--- src/hdl/wl512_pkg.sv ---
// Shared types and constants for the WELL512 generator.
// No dependencies; used by every module in hdl/.
package wl512_pkg;

  localparam int unsigned POOL_WORDS = 16;
  localparam int unsigned WORD_W     = 32;
  localparam int unsigned SLOT_W     = 4;
  localparam int unsigned LOW_BITS   = 21;
  localparam int unsigned VALUE_W    = WORD_W + LOW_BITS;

  localparam logic [WORD_W-1:0] TEMPER_MASK = 32'hDA44_2D24;

  // Pool kept rotated: entry k holds logical word (position + k) mod 16.
  typedef logic [POOL_WORDS-1:0][WORD_W-1:0] pool_t;

  typedef enum logic [1:0] {
    KIND_SEED = 2'd0,
    KIND_WORD = 2'd1,
    KIND_FRAC = 2'd2,
    KIND_NONE = 2'd3
  } kind_t;

  typedef struct packed {
    logic              go;
    kind_t             kind;
    logic [SLOT_W-1:0] slot;
    logic [WORD_W-1:0] word;
  } cmd_t;

endpackage

--- src/hdl/wl512_advance.sv ---
// One WELL512 step on the rotated pool: fixed taps, pure XOR/shift logic.
// Depends on wl512_pkg.
module wl512_advance (
  input  wl512_pkg::pool_t               pool_in,
  output wl512_pkg::pool_t               pool_out,
  output logic [wl512_pkg::WORD_W-1:0]   word_out
);

  logic [wl512_pkg::WORD_W-1:0] a;
  logic [wl512_pkg::WORD_W-1:0] c;
  logic [wl512_pkg::WORD_W-1:0] b;
  logic [wl512_pkg::WORD_W-1:0] c2;
  logic [wl512_pkg::WORD_W-1:0] na;
  logic [wl512_pkg::WORD_W-1:0] d;
  logic [wl512_pkg::WORD_W-1:0] prev;
  logic [wl512_pkg::WORD_W-1:0] nz;

  always_comb begin
    a    = pool_in[0];
    c    = pool_in[13];
    b    = a ^ c ^ (a << 16) ^ (c << 15);
    c2   = pool_in[9] ^ (pool_in[9] >> 11);
    na   = b ^ c2;
    d    = na ^ ((na << 5) & wl512_pkg::TEMPER_MASK);
    prev = pool_in[15];
    nz   = prev ^ b ^ d ^ (prev << 2) ^ (b << 18) ^ (c2 << 28);
  end

  // Position steps back by one, so the pool rotates up one entry, with entries 0 and 1 taking the new words.
  always_comb begin
    for (int k = 2; k < wl512_pkg::POOL_WORDS; k++) begin
      pool_out[k] = pool_in[k-1];
    end
    pool_out[0] = nz;
    pool_out[1] = na;
  end

  assign word_out = nz;

endmodule

--- src/hdl/wl512_core.sv ---
// Generator state (rotated pool, position) and the per-beat update.
// Depends on wl512_pkg and wl512_advance.
module wl512_core (
  input  logic                             clk,
  input  logic                             rst,
  input  wl512_pkg::cmd_t                  cmd,
  output logic                             has_result,
  output logic [wl512_pkg::VALUE_W-1:0]    result
);

  wl512_pkg::pool_t                pool;
  wl512_pkg::pool_t                pool_next;
  logic [wl512_pkg::SLOT_W-1:0]    position;
  logic [wl512_pkg::SLOT_W-1:0]    position_next;
  logic [wl512_pkg::SLOT_W-1:0]    seed_idx;

  wl512_pkg::pool_t                pool_one;
  wl512_pkg::pool_t                pool_two;
  logic [wl512_pkg::WORD_W-1:0]    word_one;
  logic [wl512_pkg::WORD_W-1:0]    word_two;

  wl512_advance u_adv_first (
    .pool_in  (pool),
    .pool_out (pool_one),
    .word_out (word_one)
  );

  wl512_advance u_adv_second (
    .pool_in  (pool_one),
    .pool_out (pool_two),
    .word_out (word_two)
  );

  // Logical slot to rotated entry
  assign seed_idx = cmd.slot - position;

  always_comb begin
    pool_next     = pool;
    position_next = position;
    has_result    = 1'b0;
    result        = {{(wl512_pkg::VALUE_W-wl512_pkg::WORD_W){1'b0}}, word_one};
    case (cmd.kind)
      wl512_pkg::KIND_SEED: begin
        pool_next[seed_idx] = cmd.word;
      end
      wl512_pkg::KIND_WORD: begin
        pool_next     = pool_one;
        position_next = position - wl512_pkg::SLOT_W'(1);
        has_result    = 1'b1;
      end
      wl512_pkg::KIND_FRAC: begin
        pool_next     = pool_two;
        position_next = position - wl512_pkg::SLOT_W'(2);
        has_result    = 1'b1;
        result        = {word_one, word_two[wl512_pkg::LOW_BITS-1:0]};
      end
      default: begin
      end
    endcase
  end

  always_ff @(posedge clk) begin
    if (rst) begin
      pool     <= '0;
      position <= '0;
    end else if (cmd.go) begin
      pool     <= pool_next;
      position <= position_next;
    end
  end

endmodule

--- src/hdl/well512_random_generator_top.sv ---
// WELL512 generator top level: input register, core, output register.
// Depends on wl512_pkg and wl512_core.
//
// Usage:
//   Input channel (in_valid/in_stall) carries one beat per command: kind 0
//   writes seed_word into pool slot seed_slot, kind 1 draws a 32-bit word,
//   kind 2 draws a 53-bit fraction (first word << 21 | low 21 bits of the
//   second), kind 3 is dropped. Seed writes and kind 3 give no output beat.
//   Output channel (out_valid/out_stall) carries random_value.
//   A draw accepted into the input register moves into the output register
//   once the output is not stalled.
//   Throughput: one beat per cycle for every kind while the output is not
//   stalled; both advances of a fraction draw run in the same cycle, limited
//   by the pool register feeding back through two chained XOR update stages.
//   Reset (rst, synchronous) zeroes the pool and position and empties both
//   registers; draws before seeding return zero.
//   A stalled output holds its beat; the input register then holds one more
//   command and in_stall rises until the output beat is taken.
module well512_random_generator_top (
  input  logic                           clk,
  input  logic                           rst,
  input  logic                           in_valid,
  output logic                           in_stall,
  input  logic [1:0]                     kind,
  input  logic [wl512_pkg::SLOT_W-1:0]   seed_slot,
  input  logic [wl512_pkg::WORD_W-1:0]   seed_word,
  output logic                           out_valid,
  input  logic                           out_stall,
  output logic [wl512_pkg::VALUE_W-1:0]  random_value
);

  logic                          s1_valid;
  logic [1:0]                    s1_kind;
  logic [wl512_pkg::SLOT_W-1:0]  s1_slot;
  logic [wl512_pkg::WORD_W-1:0]  s1_word;

  logic                          out_can;
  logic                          s1_go;
  wl512_pkg::cmd_t               cmd;
  logic                          has_result;
  logic [wl512_pkg::VALUE_W-1:0] result;

  assign out_can  = !out_valid || !out_stall;
  assign s1_go    = s1_valid && out_can;
  assign in_stall = s1_valid && !out_can;

  always_comb begin
    cmd.go   = s1_go;
    cmd.kind = wl512_pkg::kind_t'(s1_kind);
    cmd.slot = s1_slot;
    cmd.word = s1_word;
  end

  wl512_core u_core (
    .clk        (clk),
    .rst        (rst),
    .cmd        (cmd),
    .has_result (has_result),
    .result     (result)
  );

  always_ff @(posedge clk) begin
    if (rst) begin
      s1_valid <= 1'b0;
    end else if (!in_stall) begin
      s1_valid <= in_valid;
    end
    if (in_valid && !in_stall) begin
      s1_kind <= kind;
      s1_slot <= seed_slot;
      s1_word <= seed_word;
    end
  end

  always_ff @(posedge clk) begin
    if (rst) begin
      out_valid <= 1'b0;
    end else if (out_can) begin
      out_valid <= s1_go && has_result;
    end
    if (s1_go && has_result) begin
      random_value <= result;
    end
  end

endmodule

--- config.mk ---
export PLATFORM = sky130hd
export DESIGN_NAME = well512_random_generator_top
export DESIGN_NICKNAME = d
export VERILOG_FILES = /design/src/hdl/wl512_pkg.sv /design/src/hdl/wl512_advance.sv /design/src/hdl/wl512_core.sv /design/src/hdl/well512_random_generator_top.sv
export SDC_FILE = /design/constraint.sdc
export NUM_CORES = 2
export LEC_CHECK = 0
export ABC_CLOCK_PERIOD_IN_PS = 5800
export BUFFER_PORTS_ARGS = -buffer_cell sky130_fd_sc_hd__clkbuf_2
export CORE_MARGIN = 1
export CORE_UTILIZATION = 38
export DETAILED_ROUTE_END_ITERATION = 7
export PLACE_DENSITY = 0.62
export SYNTH_ARGS = -nofsm -noshare
export SYNTH_HDL_FRONTEND = slang
export SYNTH_HIERARCHICAL = 1
export SYNTH_SLANG_ARGS = --single-unit
--- constraint.sdc ---
create_clock -name clk -period 5.8 [get_ports clk]
set_clock_uncertainty 0.2 [all_clocks]
set_input_delay 0 -clock clk [delete_from_list [all_inputs] [get_ports clk]]
set_output_delay 0 -clock clk [all_outputs]
set_load 0.005 [all_outputs]
Word-level counts from Yosys, hierarchy flattened. Index checks and enable logic that the tools add are counted.

$add $sub $neg: 3. Magnitude comparators: 2. Equality and inequality tests: 2. Muxes and demuxes: 7. Bitwise operators: 22. Reductions and logical operators: 16.

Operators by type and width (number): $pmux W512 S3 (1); $xor A32 B32 Y32 (20); $bwmux W512 (1); $demux W32 S4 (1); $mux W32 (2); $xor A32 B21 Y32 (2); $pmux W4 S2 (1); $logic_and A1 B1 Y1 (5); $lt A4 B5 Y1 const B (1); $ge A4 B1 Y1 const B (1); $logic_not A1 Y1 (4); $reduce_and A2 Y1 (2); $sub A4 B1 Y4 const B (1); $sub A4 B2 Y4 const B (1); $sub A4 B4 Y4 (1); $reduce_bool A3 Y1 (1); $eq A2 B1 Y1 const B (1); $eq A2 B2 Y1 const B (1); $logic_not A2 Y1 (1); $reduce_bool A2 Y1 (1); $reduce_or A2 Y1 (1); $logic_or A1 B1 Y1 (1); $mux W1 (1).

Flip-flop bits (word level): 609. Bits of input ports: 42. Logic and storage cells: 76.

Longest topological paths before layout.
Depth after elaboration: 19. Depth in mapped cells: 11. Depth with buffers taken out: 10.

By module. The synthesis kept the hierarchy.

Modules (own cells, without submodules): wl512_core (instances 1, cells an instance 3856, area each 28648.7 sq um); wl512_advance (instances 2, cells an instance 681, area each 5541.6 sq um); well512_random_generator_top (instances 1, cells an instance 103, area each 2826.5 sq um).

Worst setup path after synthesis. OpenSTA, ideal clock, no wires.

Kind: reg-to-reg. Start point: register s1_kind[0]. End point: register random_value[0] (netlist bit), enable pin. Setup time: 0.481 ns. Arrival: 3.547 ns. Data required time: 5.119 ns. Path slack: 1.572 ns. Stages on the path, launching flop included: 7. Path buffers: 1. Period minus slack after synthesis: 4.228 ns. Cells stage by stage: edfxtp_1 inv_1 ha_1 clkbuf_1 inv_1 nand2_1 a21oi_1.

Word-level cells in the longest chain between the ends: 4. Elaborated cells between the ends (all ways): 5.

RTL lines: start: declaration (line well512_random_generator_top.sv:33) `logic [1:0] s1_kind;`; start signal: assignment (line well512_random_generator_top.sv:69) `s1_kind <= kind;`; $eq A2 B1 Y1 or $eq A2 B2 Y1 (tied branches) (line wl512_core.sv:42) `case (cmd.kind)`; $reduce_or A2 Y1 (no source line) (*); $mux W1 (*) (line wl512_core.sv:42); net has_result (line well512_random_generator_top.sv:40) `logic has_result;`; $logic_and A1 B1 Y1 (*) (line well512_random_generator_top.sv:81) `if (s1_go && has_result) begin`; end signal: assignment (line well512_random_generator_top.sv:82) `random_value <= result;`; end: declaration (line well512_random_generator_top.sv:29) `output logic [wl512_pkg::VALUE_W-1:0] random_value`.

Mark *: on every way through the listed nets, which the timed path passes. The rest lies on a longest branch. A chain may end at the register's enable or synchronous reset.

==> results.toml <==
[synthesis]
syn_nets = 5362
syn_area_per_cell_um2 = 8.00
netlist_area_um2 = 42500
syn-instance-count = 5310
yosysWarnings = 6

[min_path]
hold_depth = 3
hp-class = "input port to flop"

[clocking]
post_cts_buffers = 0
root_buffer = "clkbuf_16"
clock_path_buffers = 3
cts-resized-gates = 0
postCtsHoldBufs = 82
path_clk_slew_ns = 0.06
cts_tree = "done"
insertion_delay_ns = 0.66
cts_buffers = 71
cts_max_level = 3
clock-sinks = 609

[drt]
ant_nets = 0
vias = 36700
routedWlPerCell_um = 26.4
dr.pass1.iters = 6
drc = 0
drt_iter0_markers = 5857
avgViaCountPerCell = 6.36
drt-total-wl_um = 152000

[global_routing]
antenna_found_initial = 7
grtUsageMet2_pct = 37.2
grtUsageTotal_pct = 25.8
grt_pass1_vias = 33000
grt_pass1_wl_um = 223000
globalRouteMet3Util_pct = 7.82
grt_max_degree = 213
overflow = 0
grt_util_met1_pct = 35.4
busiest_layer = "met2"

[timing]
worstMarginPinSlew_ns = 1.28
relSlewSlack_pct = 14.0
fmax_mhz = 212
post-route-min-period_ns = 4.72
grt_setup_unrepaired = "no"
hold_viol = 0
finalCritPeriodShare_pct = 81.4
tns_ns = 0
slew_violations = 0
setup_viol_count_final = 0

[worst_setup_path]
worstSetupStartpoint = "s1_slot[0]"
crit_type = "flop to flop"
critical_path.max_fanout = 34
end_kind = "flop"
r2r-start = "s1_slot[0]"
worst-endpoint-arrival_ns = 5.05
required_ns = 6.14
r2r_cells = 11
r2r_setup_slack_ns = 1.08
start_kind = "flop"

[power]
seq_power_share_pct = 35.9
p_leak_nw = 12.8
power_switching_w = 0.00505
power_frac_clock_pct = 34.2
ir_drop_uv = 178
share_comb_of_total_power_pct = 29.9
switching_share_pct = 36.6
power.internal_w = 0.00877
total_power_w = 0.0138
power_density_nw_per_um2 = 345

[finish]
drive_gt1_share_pct = 8.62
nets = 4273
syn_to_final_growth_pct = -5.66

[floorplanning]
die_x_um = 336
start_util_pct = 38.4
rows = 122
fp.dieH_um = 336
ios = 97
core-area_um2 = 111000
dieArea_um2 = 113000

[run_status]
status = "finished, final reports clean"

[placed_design]
gp_congestion = 1.00
dp_hpwl_um = 93300
port_buffers = 96

[flow_run]
max_cap_viol_count = 0
cell type report:
class | count | area [um2]
multi-input cells | 3269 | 20600
repair buffers | 252 | 2040
diodes | 1 | 2.50
well taps | 1488 | 1860
clock inverters | 20 | 214
clock buffers | 111 | 2180
fillers | 11300 | 70600
inverters | 18 | 67.6
flip-flops and latches | 609 | 13100
how the worst min path moves through the flow:
stage / startpoint / slack [ns] / to
after floorplan: rst / -0.14 / s1_valid
after global placement: seed_slot[2] / -0.02 / s1_slot[2]
after detailed placement: seed_word[19] / -0.02 / s1_word[19]
after CTS: rst / 0.30 / u_core/position[3]
after global routing: rst / 0.34 / u_core/position[0]
final: rst / 0.31 / u_core/position[3]
cells in the final DEF (no fill, tap or decap), types with 15 or more instances in the layout:
cell and count:
nor2_1 1157, a21oi_1 519, dfxtp_1 518, a22oi_1 512, a221oi_1 512, xnor2_1 293
clkbuf_2 96, edfxtp_1 91, dlygate4sd3_1 82, clkbuf_16 76, xor2_1 75, buf_4 60
nand2_1 39, mux2_2 32, xnor3_1 24, and2_1 22, clkbuf_1 19, inv_1 18
o21ai_4 16, clkbuf_8 15
worst max-delay path, cell delays in order, from the launching register on:
cell and delay [ns]:
edfxtp_1 0.37, inv_1 0.07, ha_1 0.16, inv_1 0.05, fa_1 0.56, or2_2 0.90, nor3_1 0.31, o21ai_4 0.12
buf_4 0.55, nand2_2 0.53, buf_4 0.45, a221oi_1 0.29
metrics by stage:
step | utilization, % | hold slack, ns | std cells | area, um2 | setup WS (ns)
after global placement | 33.3 | -0.0222 | 5554 | 36900 | 1.22
after global routing | 36.2 | 0.337 | 5767 | 40100 | 0.976
after floorplan | - | -0.138 | 5310 | 42500 | 1.57
after detailed placement | 33.3 | -0.0214 | 5554 | 36900 | 1.19
final | 36.2 | 0.307 | 5768 | 40100 | 1.08
after CTS | 36.2 | 0.297 | 5767 | 40100 | 1.23
power groups by stage:
stage / combinational (W) / clock, W / sequential, W
finish: 0.00414 / 0.00472 / 0.00496
global route: 0.00428 / 0.00492 / 0.00498
CTS: 0.00396 / 0.00475 / 0.00494
detailed placement: 0.00390 / 0 / 0.00503
global placement: 0.00389 / 0 / 0.00503
floorplan: 0.00352 / 0 / 0.00484
per-layer routing:
metal  vias up  routed length (um)
li1      15800                   -
met3       423               20500
met4        10                6700
met1     17900               61200
met2      2570               63800
met5         -                  76
(Power assumes the default switching activity.)
